### src/rtl/core/jcfs_pkg.sv
// Package for the jet cone flavour selector: fixed-point constants, code ranges
// of the particle families, class and register codes, and the flag struct.
// Depends on nothing; used by jcfs_cone_eval and jet_cone_flavour_select.
package jcfs_pkg;

  localparam int FRAC_BITS = 12;
  localparam int MAX_PARTICLES_DEF = 65536;

  localparam longint PI_Q32 = 64'sd13493037705;
  localparam longint PI_FX_L = (PI_Q32 + (64'sd1 <<< (31 - FRAC_BITS))) >>> (32 - FRAC_BITS);
  localparam int PHI_W = 20;
  localparam logic signed [PHI_W-1:0] PI_FX = PHI_W'(PI_FX_L);
  localparam logic signed [PHI_W-1:0] TWO_PI_FX = PHI_W'(2 * PI_FX_L);

  localparam logic [24:0] CODE_GLUON = 25'd21;
  localparam logic [24:0] QUARK_MIN = 25'd1;
  localparam logic [24:0] QUARK_MAX = 25'd5;
  localparam logic [24:0] CODE_B_QUARK = 25'd5;
  localparam logic [24:0] CODE_C_QUARK = 25'd4;
  localparam logic [24:0] HAD_LO = 25'd400;
  localparam logic [24:0] HAD_MID = 25'd500;
  localparam logic [24:0] HAD_HI = 25'd600;
  localparam logic [24:0] HAD2_LO = 25'd4000;
  localparam logic [24:0] HAD2_MID = 25'd5000;
  localparam logic [24:0] HAD2_HI = 25'd6000;

  localparam logic [33:0] CONE_RADIUS_SQ_RST = 34'd8220835;

  typedef enum logic [1:0] {
    CLASS_BEAUTY = 2'd0,
    CLASS_CHARM  = 2'd1,
    CLASS_LEAD   = 2'd2
  } cls_t;

  typedef enum logic {
    MODE_PARTON = 1'b0,
    MODE_HADRON = 1'b1
  } mode_t;

  typedef enum logic {
    REG_CLASS_MODE  = 1'b0,
    REG_CONE_RADIUS = 1'b1
  } reg_idx_t;

  typedef struct packed {
    logic elig;
    logic beauty;
    logic charm;
  } kind_t;

endpackage

### src/rtl/core/jet_cone_flavour_select.sv
// Top level of the jet cone flavour selector: input register, cone check
// stage, run state and result register, and the configuration registers.
// Depends on jcfs_pkg and jcfs_cone_eval.
//
// Each input item is one particle slot of a jet together with the jet axis;
// last_item closes the jet's run. An item is accepted when in_valid and
// in_ready are both high, and a result item leaves when out_valid and
// out_ready are both high. A beauty particle inside the cone gives a result at
// once and the rest of the run gives none; otherwise the last item gives the
// first in-cone charm particle, else the leading in-cone pt, else not found.
// One item is accepted per cycle while in_ready is high. An item passes the
// input register and the squaring register, and the run-state stage then
// writes its result into the output register. The run state is updated once
// per item, which sets the rate of one item per clock unless stalled. When the output
// register holds an untaken result, only an item that must deliver a result
// waits in the last stage; items that give none keep flowing, and in_ready
// falls only once the stages before it are full. At reset the pipeline is
// empty, the run state is cleared, class_mode is 0 and cone_radius_sq is 0.49.
module jet_cone_flavour_select #(
  parameter int MAX_PARTICLES = jcfs_pkg::MAX_PARTICLES_DEF
) (
  input  logic               clk,
  input  logic               rst_n,
  input  logic               in_valid,
  output logic               in_ready,
  input  logic signed [15:0] in_jet_eta,
  input  logic signed [15:0] in_jet_phi,
  input  logic               in_particle_present,
  input  logic signed [24:0] in_particle_code,
  input  logic signed [15:0] in_particle_eta,
  input  logic signed [15:0] in_particle_phi,
  input  logic [19:0]        in_particle_pt,
  input  logic               in_last_item,
  output logic               out_valid,
  input  logic               out_ready,
  output logic               out_found,
  output logic [15:0]        out_chosen_index,
  output logic signed [24:0] out_chosen_code,
  output logic [1:0]         out_chosen_class,
  input  logic               psel,
  input  logic               penable,
  input  logic               pwrite,
  input  logic [3:0]         paddr,
  input  logic [63:0]        pwdata,
  output logic [63:0]        prdata,
  output logic               pready
);
  import jcfs_pkg::*;

  localparam int CW = $clog2(MAX_PARTICLES + 1);

  mode_t       class_mode_r;
  logic [33:0] cone_radius_sq_r;
  reg_idx_t    reg_idx;

  logic               v1_r;
  logic signed [15:0] jet_eta_r;
  logic signed [15:0] jet_phi_r;
  logic               present1_r;
  logic signed [24:0] code1_r;
  logic signed [15:0] peta_r;
  logic signed [15:0] pphi_r;
  logic [19:0]        pt1_r;
  logic               last1_r;

  logic [31:0] eta_sq;
  logic [31:0] phi_sq;
  kind_t       kind;

  logic               v2_r;
  logic [31:0]        eta_sq_r;
  logic [31:0]        phi_sq_r;
  kind_t              kind_r;
  logic               present2_r;
  logic signed [24:0] code2_r;
  logic [19:0]        pt2_r;
  logic               last2_r;

  logic [CW-1:0]      cnt_r;
  logic               run_done_r;
  logic [19:0]        best_pt_r;
  logic [15:0]        best_index_r;
  logic signed [24:0] best_code_r;
  logic               charm_seen_r;
  logic [15:0]        charm_index_r;
  logic signed [24:0] charm_code_r;

  logic [CW-1:0]      cnt_nxt;
  logic               run_done_nxt;
  logic [19:0]        best_pt_nxt;
  logic [15:0]        best_index_nxt;
  logic signed [24:0] best_code_nxt;
  logic               charm_seen_nxt;
  logic [15:0]        charm_index_nxt;
  logic signed [24:0] charm_code_nxt;

  logic               in_cone;
  logic               hit;
  logic               beauty_hit;
  logic               emit;
  logic [15:0]        pos16;
  logic               res_found;
  logic [15:0]        res_index;
  logic signed [24:0] res_code;
  cls_t               res_class;

  logic s1_ready;
  logic s2_ready;
  logic s2_fire;

  logic               out_valid_r;
  logic               found_r;
  logic [15:0]        index_r;
  logic signed [24:0] code_r;
  cls_t               class_r;

  assign reg_idx = reg_idx_t'(paddr[3]);
  assign pready = 1'b1;

  always_comb begin
    case (reg_idx)
      REG_CLASS_MODE:  prdata = {63'd0, class_mode_r};
      REG_CONE_RADIUS: prdata = {30'd0, cone_radius_sq_r};
      default:         prdata = '0;
    endcase
  end

  always_ff @(posedge clk) begin
    if (!rst_n) begin
      class_mode_r <= MODE_PARTON;
      cone_radius_sq_r <= CONE_RADIUS_SQ_RST;
    end else if (psel && penable && pwrite && pready) begin
      case (reg_idx)
        REG_CLASS_MODE:  class_mode_r <= mode_t'(pwdata[0]);
        REG_CONE_RADIUS: cone_radius_sq_r <= pwdata[33:0];
        default: begin
        end
      endcase
    end
  end

  assign s1_ready = !v1_r || s2_ready;
  assign in_ready = s1_ready;
  assign s2_ready = !v2_r || s2_fire;
  assign s2_fire = v2_r && (!emit || !out_valid_r || out_ready);

  always_ff @(posedge clk) begin
    if (!rst_n) begin
      v1_r <= 1'b0;
    end else if (s1_ready) begin
      v1_r <= in_valid;
    end
  end

  always_ff @(posedge clk) begin
    if (in_valid && in_ready) begin
      jet_eta_r <= in_jet_eta;
      jet_phi_r <= in_jet_phi;
      present1_r <= in_particle_present;
      code1_r <= in_particle_code;
      peta_r <= in_particle_eta;
      pphi_r <= in_particle_phi;
      pt1_r <= in_particle_pt;
      last1_r <= in_last_item;
    end
  end

  jcfs_cone_eval u_eval (
    .jet_eta       (jet_eta_r),
    .jet_phi       (jet_phi_r),
    .particle_code (code1_r),
    .particle_eta  (peta_r),
    .particle_phi  (pphi_r),
    .class_mode    (class_mode_r),
    .eta_sq        (eta_sq),
    .phi_sq        (phi_sq),
    .kind          (kind)
  );

  always_ff @(posedge clk) begin
    if (!rst_n) begin
      v2_r <= 1'b0;
    end else if (s2_ready) begin
      v2_r <= v1_r;
    end
  end

  always_ff @(posedge clk) begin
    if (v1_r && s2_ready) begin
      eta_sq_r <= eta_sq;
      phi_sq_r <= phi_sq;
      kind_r <= kind;
      present2_r <= present1_r;
      code2_r <= code1_r;
      pt2_r <= pt1_r;
      last2_r <= last1_r;
    end
  end

  always_comb begin
    in_cone = ({1'b0, 33'(eta_sq_r) + 33'(phi_sq_r)} < cone_radius_sq_r);
    pos16 = 16'(cnt_r);
    hit = !run_done_r && present2_r && (cnt_r < CW'(MAX_PARTICLES)) && kind_r.elig && in_cone;
    beauty_hit = hit && kind_r.beauty;

    cnt_nxt = (cnt_r < CW'(MAX_PARTICLES)) ? cnt_r + CW'(1) : cnt_r;
    run_done_nxt = run_done_r || beauty_hit;
    charm_seen_nxt = charm_seen_r;
    charm_index_nxt = charm_index_r;
    charm_code_nxt = charm_code_r;
    best_pt_nxt = best_pt_r;
    best_index_nxt = best_index_r;
    best_code_nxt = best_code_r;
    if (hit && !kind_r.beauty) begin
      if (kind_r.charm && !charm_seen_r) begin
        charm_seen_nxt = 1'b1;
        charm_index_nxt = pos16;
        charm_code_nxt = code2_r;
      end
      if (pt2_r > best_pt_r) begin
        best_pt_nxt = pt2_r;
        best_index_nxt = pos16;
        best_code_nxt = code2_r;
      end
    end

    emit = beauty_hit || (last2_r && !run_done_r);
    if (beauty_hit) begin
      res_found = 1'b1;
      res_index = pos16;
      res_code = code2_r;
      res_class = CLASS_BEAUTY;
    end else if (charm_seen_nxt) begin
      res_found = 1'b1;
      res_index = charm_index_nxt;
      res_code = charm_code_nxt;
      res_class = CLASS_CHARM;
    end else if (best_pt_nxt != 20'd0) begin
      res_found = 1'b1;
      res_index = best_index_nxt;
      res_code = best_code_nxt;
      res_class = CLASS_LEAD;
    end else begin
      res_found = 1'b0;
      res_index = '0;
      res_code = '0;
      res_class = CLASS_BEAUTY;
    end
  end

  always_ff @(posedge clk) begin
    if (!rst_n) begin
      cnt_r <= '0;
      run_done_r <= 1'b0;
      best_pt_r <= '0;
      charm_seen_r <= 1'b0;
    end else if (s2_fire) begin
      if (last2_r) begin
        cnt_r <= '0;
        run_done_r <= 1'b0;
        best_pt_r <= '0;
        charm_seen_r <= 1'b0;
      end else begin
        cnt_r <= cnt_nxt;
        run_done_r <= run_done_nxt;
        best_pt_r <= best_pt_nxt;
        charm_seen_r <= charm_seen_nxt;
      end
    end
  end

  always_ff @(posedge clk) begin
    if (s2_fire) begin
      best_index_r <= best_index_nxt;
      best_code_r <= best_code_nxt;
      charm_index_r <= charm_index_nxt;
      charm_code_r <= charm_code_nxt;
    end
  end

  always_ff @(posedge clk) begin
    if (!rst_n) begin
      out_valid_r <= 1'b0;
    end else begin
      out_valid_r <= (out_valid_r && !out_ready) || (s2_fire && emit);
    end
  end

  always_ff @(posedge clk) begin
    if (s2_fire && emit) begin
      found_r <= res_found;
      index_r <= res_index;
      code_r <= res_code;
      class_r <= res_class;
    end
  end

  assign out_valid = out_valid_r;
  assign out_found = found_r;
  assign out_chosen_index = index_r;
  assign out_chosen_code = code_r;
  assign out_chosen_class = class_r;

endmodule

### src/rtl/core/jcfs_cone_eval.sv
// Geometry and family check for one particle: wrapped phi difference, squared
// eta and phi distances, and the eligible, beauty and charm flags.
// Depends on jcfs_pkg.
module jcfs_cone_eval (
  input  logic signed [15:0] jet_eta,
  input  logic signed [15:0] jet_phi,
  input  logic signed [24:0] particle_code,
  input  logic signed [15:0] particle_eta,
  input  logic signed [15:0] particle_phi,
  input  jcfs_pkg::mode_t    class_mode,
  output logic [31:0]        eta_sq,
  output logic [31:0]        phi_sq,
  output jcfs_pkg::kind_t    kind
);
  import jcfs_pkg::*;

  function automatic logic signed [PHI_W-1:0] wrap_phi(input logic signed [PHI_W-1:0] p);
    logic signed [PHI_W-1:0] r;
    r = p;
    if (p < -PI_FX) begin
      r = p + TWO_PI_FX;
    end else if (p > PI_FX) begin
      r = p - TWO_PI_FX;
    end
    return r;
  endfunction

  logic signed [16:0]      deta;
  logic signed [PHI_W-1:0] dphi;
  logic [15:0]             deta_mag;
  logic [15:0]             dphi_mag;
  logic [24:0]             code_mag;

  always_comb begin
    deta = 17'(jet_eta) - 17'(particle_eta);
    dphi = wrap_phi(wrap_phi(PHI_W'(jet_phi)) - wrap_phi(PHI_W'(particle_phi)));
    deta_mag = deta[16] ? 16'(-deta) : 16'(deta);
    dphi_mag = dphi[PHI_W-1] ? 16'(-dphi) : 16'(dphi);
    eta_sq = 32'(deta_mag) * 32'(deta_mag);
    phi_sq = 32'(dphi_mag) * 32'(dphi_mag);
    code_mag = particle_code[24] ? 25'(-particle_code) : 25'(particle_code);
  end

  always_comb begin
    case (class_mode)
      MODE_PARTON: begin
        kind.elig   = (code_mag inside {[QUARK_MIN:QUARK_MAX], CODE_GLUON});
        kind.beauty = (code_mag == CODE_B_QUARK);
        kind.charm  = (code_mag == CODE_C_QUARK);
      end
      MODE_HADRON: begin
        kind.elig   = (code_mag inside {[HAD_LO:HAD_HI], [HAD2_LO:HAD2_HI]});
        kind.beauty = (code_mag inside {[HAD_MID:HAD_HI], [HAD2_MID:HAD2_HI]});
        kind.charm  = (code_mag inside {[HAD_LO:HAD_MID], [HAD2_LO:HAD2_MID]});
      end
      default: begin
        kind = '0;
      end
    endcase
  end

endmodule
### config.mk
export PLATFORM = sky130hd
export DESIGN_NAME = jet_cone_flavour_select
export DESIGN_NICKNAME = d
export VERILOG_FILES = /design/src/rtl/core/jcfs_pkg.sv /design/src/rtl/core/jet_cone_flavour_select.sv /design/src/rtl/core/jcfs_cone_eval.sv
export SDC_FILE = /design/constraint.sdc
export NUM_CORES = 2
export LEC_CHECK = 0
export BUFFER_PORTS_ARGS = -buffer_cell sky130_fd_sc_hd__buf_2
export CAP_MARGIN = 30
export CORE_MARGIN = 8
export CORE_UTILIZATION = 50
export DETAILED_ROUTE_END_ITERATION = 12
export GPL_TIMING_DRIVEN = 0
export PLACE_DENSITY_LB_ADDON = 0.1
export SYNTH_ARGS = -nofsm -noshare
export SYNTH_HDL_FRONTEND = slang
export SYNTH_SLANG_ARGS = --single-unit
export TNS_END_PERCENT = 20
### constraint.sdc
create_clock -name clk -period 10.57 [get_ports clk]
set_input_delay 0.5285 -clock clk [delete_from_list [all_inputs] [get_ports clk]]
set_output_delay 0.5285 -clock clk [all_outputs]
set_load 0.01 [all_outputs]
==> reports/metrics.yaml <==
die_w_um: 291
crit_top_cell: "fa_1"
cp_data_arrival_time_ps: 11880
grt_first_pass_wirelength_mm: 157
numClockSinks: 426
ys_warn_count: 0
status: "finished, violations left"
drv_cap: 0
min_period_ps: 11540
syn_inst: 3847
grt_max_degree: 62
rsz0062_at_grt: "yes"
async_reset_ff_frac: 0
syn_area_mm2: 0.0379
grt_pass1_vias: 29400
num_io_pins: 297
finalWeightedCongestion: 0.893
violations: "setup timing"
cts_tree: "built"
ys_top_cells_by_area: "edfxtp_1 28%, fa_1 18%, ha_1 11%, inv_1 5.5%, dfxtp_1 4.1%"
dieArea_mm2: 0.0848
cts_max_level: 2
vias_per_cell: 5.45
critPathKind: "reg -> reg"
min_period_over_period: 1.09
wl_mm: 98.7
num_vias: 29000
ys_seq_area_frac: 0.318
final-seq-area_mm2: 0.0120
synth_top_area_share: 0.277
area_growth_pct: 18.9
die_h_um: 291
hold_violations: 0
drtIter0Drc: 1882
synth_seq_cells: 426
crit_fanout: 8
nNetsFinal: 5143
ant_nets: 0
fmax_ghz: 0.0867
rows: 101
gr-total-overflow: 0
worstPathRequired_ps: 10910
finalInstanceArea_mm2: 0.0450
clockBufferDepth: 3
clock_latency_ps: 600
cts_made_buffers: 47
multi_input_area_mm2: 0.0246
start_util: 0.502
cp-start-kind: "flip-flop"
track_usage: 0.228
fin_worst_skew_ps: 31.0
io_buffer_count: 232
dp_hpwl_mm: 77.3
slew_viol_final: 0
cpPeakStageDelay_ps: 540
setup_viol: 19
tightest_slew_ps: 1030
cts.reportedPaths.clkPinSlew_ps: 60
nFillCells: 6471
cp-end-kind: "flip-flop"
drive_above_1_share: 0.203
syn_avg_cell_area_um2: 9.84
synth-main-ff-cell: "edfxtp_1"
path_buf_inv: 11
yosys.area.top_type: "edfxtp_1"
setup_ws_ps: -968
placed_area_mm2: 0.0411
synth.distinct_cells: 103
slew_headroom: 0.316
wire_per_inst_um: 18.5
drc: 0
crit_family: "compound AO/OA/AOI/OAI gates"
hold_class: "in -> reg"
slowest_stage: "fa_1"
synth_edf_count: 349
cts_root_buf: "clkbuf_16"
core_mm2: 0.0754
antenna_found_initial: 3
first_pass_iters: 6
placed cells by master (no fill, tap or decap), types with 49 or more instances in the layout:
master / count
a21o_1: 51
a21oi_1: 150
a31oi_1: 62
buf_2: 233
buf_4: 167
clkbuf_1: 100
clkbuf_16: 49
dfxtp_1: 77
edfxtp_1: 349
fa_1: 327
ha_1: 301
inv_1: 537
mux2_2: 88
nand2_1: 276
nor2_1: 347
nor3_1: 76
o21ai_0: 88
xnor2_1: 99
worst paths after layout:
check / slack [ps] / from / depth (start not counted) / endpoint
max reg2reg: -970 / pphi_r[5] / 50 / phi_sq_r[28]
min: 100 / in_particle_code[17] / 1 / code1_r[17]
max: -970 / pphi_r[5] / 50 / phi_sq_r[28]
min reg2reg: 420 / pt1_r[7] / 0 / pt2_r[7]
cell families after synthesis:
logic type | Yosys count | share of synthesized area
XOR/XNOR | 179 | 0.0435
flip-flops | 426 | 0.318
buffers and inverters | 733 | 0.0765
adder cells (fa/ha/maj) | 649 | 0.280
multiplexers | 95 | 0.0280
other | 2 | 0.000198
AO/OA/AOI/OAI | 695 | 0.123
AND/OR/NAND/NOR | 1068 | 0.131
synth_stat cells (8+ instances only):
| master | count |
|---|---|
| a211o_1 | 8 |
| a211oi_1 | 35 |
| a21o_1 | 52 |
| a21oi_1 | 169 |
| a22o_1 | 21 |
| a31oi_1 | 65 |
| and2_1 | 26 |
| and3_1 | 21 |
| buf_1 | 9 |
| buf_2 | 13 |
| buf_4 | 33 |
| clkbuf_1 | 110 |
| dfxtp_1 | 77 |
| edfxtp_1 | 349 |
| fa_1 | 331 |
| ha_1 | 318 |
| inv_1 | 552 |
| inv_2 | 8 |
| mux2_2 | 88 |
| nand2_1 | 291 |
| nand2b_1 | 48 |
| nand3_1 | 42 |
| nand3b_1 | 21 |
| nand4_1 | 28 |
| nor2_1 | 369 |
| nor2b_1 | 27 |
| nor3_1 | 87 |
| nor4_1 | 23 |
| o211ai_1 | 27 |
| o21a_1 | 36 |
| o21ai_0 | 109 |
| o21bai_1 | 15 |
| o22ai_1 | 40 |
| o31ai_1 | 17 |
| or2_2 | 28 |
| or3_1 | 26 |
| xnor2_1 | 110 |
| xor2_1 | 61 |
metal layers:
metal  vias up  GRT usage  routed length (um)
li1      14000          -                   -
met1     14100      0.306               43600
met2       784      0.385               46700
met3       147     0.0361                5870
met4         2     0.0592                2560
met5         -          0                  20
area by class of cell:
cell class	count	area share
Antenna cell	1	0.0000556
Buffer	161	0.0204
Clock buffer	65	0.0290
Clock inverter	22	0.00689
Inverter	566	0.0476
Multi-Input combinational cell	2718	0.546
Sequential cell	426	0.267
Tap cell	978	0.0272
Timing Repair Buffer	388	0.0562
metrics by stage:
step,std cells,setup WS [ps],TNS [ps],hold slack [ps],util
3_3_place_gp,5086,-3820,-697270,403,0.541
3_5_place_dp,5098,-2040,-33860,405,0.544
6_report,5325,-968,-9830,101,0.597
5_1_grt,5324,-1400,-20150,75.0,0.597
2_1_floorplan,3876,-270,-845,400,-
4_1_cts,5310,-888,-8040,70.8,0.591
state kept, by name, indices dropped and copies added (netlist names), 17 cells and up:
register,count
pt1_r,20
best_pt_r,20
cone_radius_sq_r,34
best_code_r,25
phi_sq_r,31
out_chosen_code,25
pt2_r,20
cnt_r,17
code1_r,25
charm_code_r,25
eta_sq_r,31
code2_r,25
repair_timing:
item | in CTS | in global routing
gates resized for setup | 201 | 64
pin swaps | 83 | 40
setup buffers | 125 | 18
endpoints found under the setup margin | 34 | 32
gates cloned | 2 | 0
hold buffers | 0 | 0
Power is left out: the tool's default activity adds up to more than one toggle a clock period on the data nets, which glitch-free logic cannot reach.
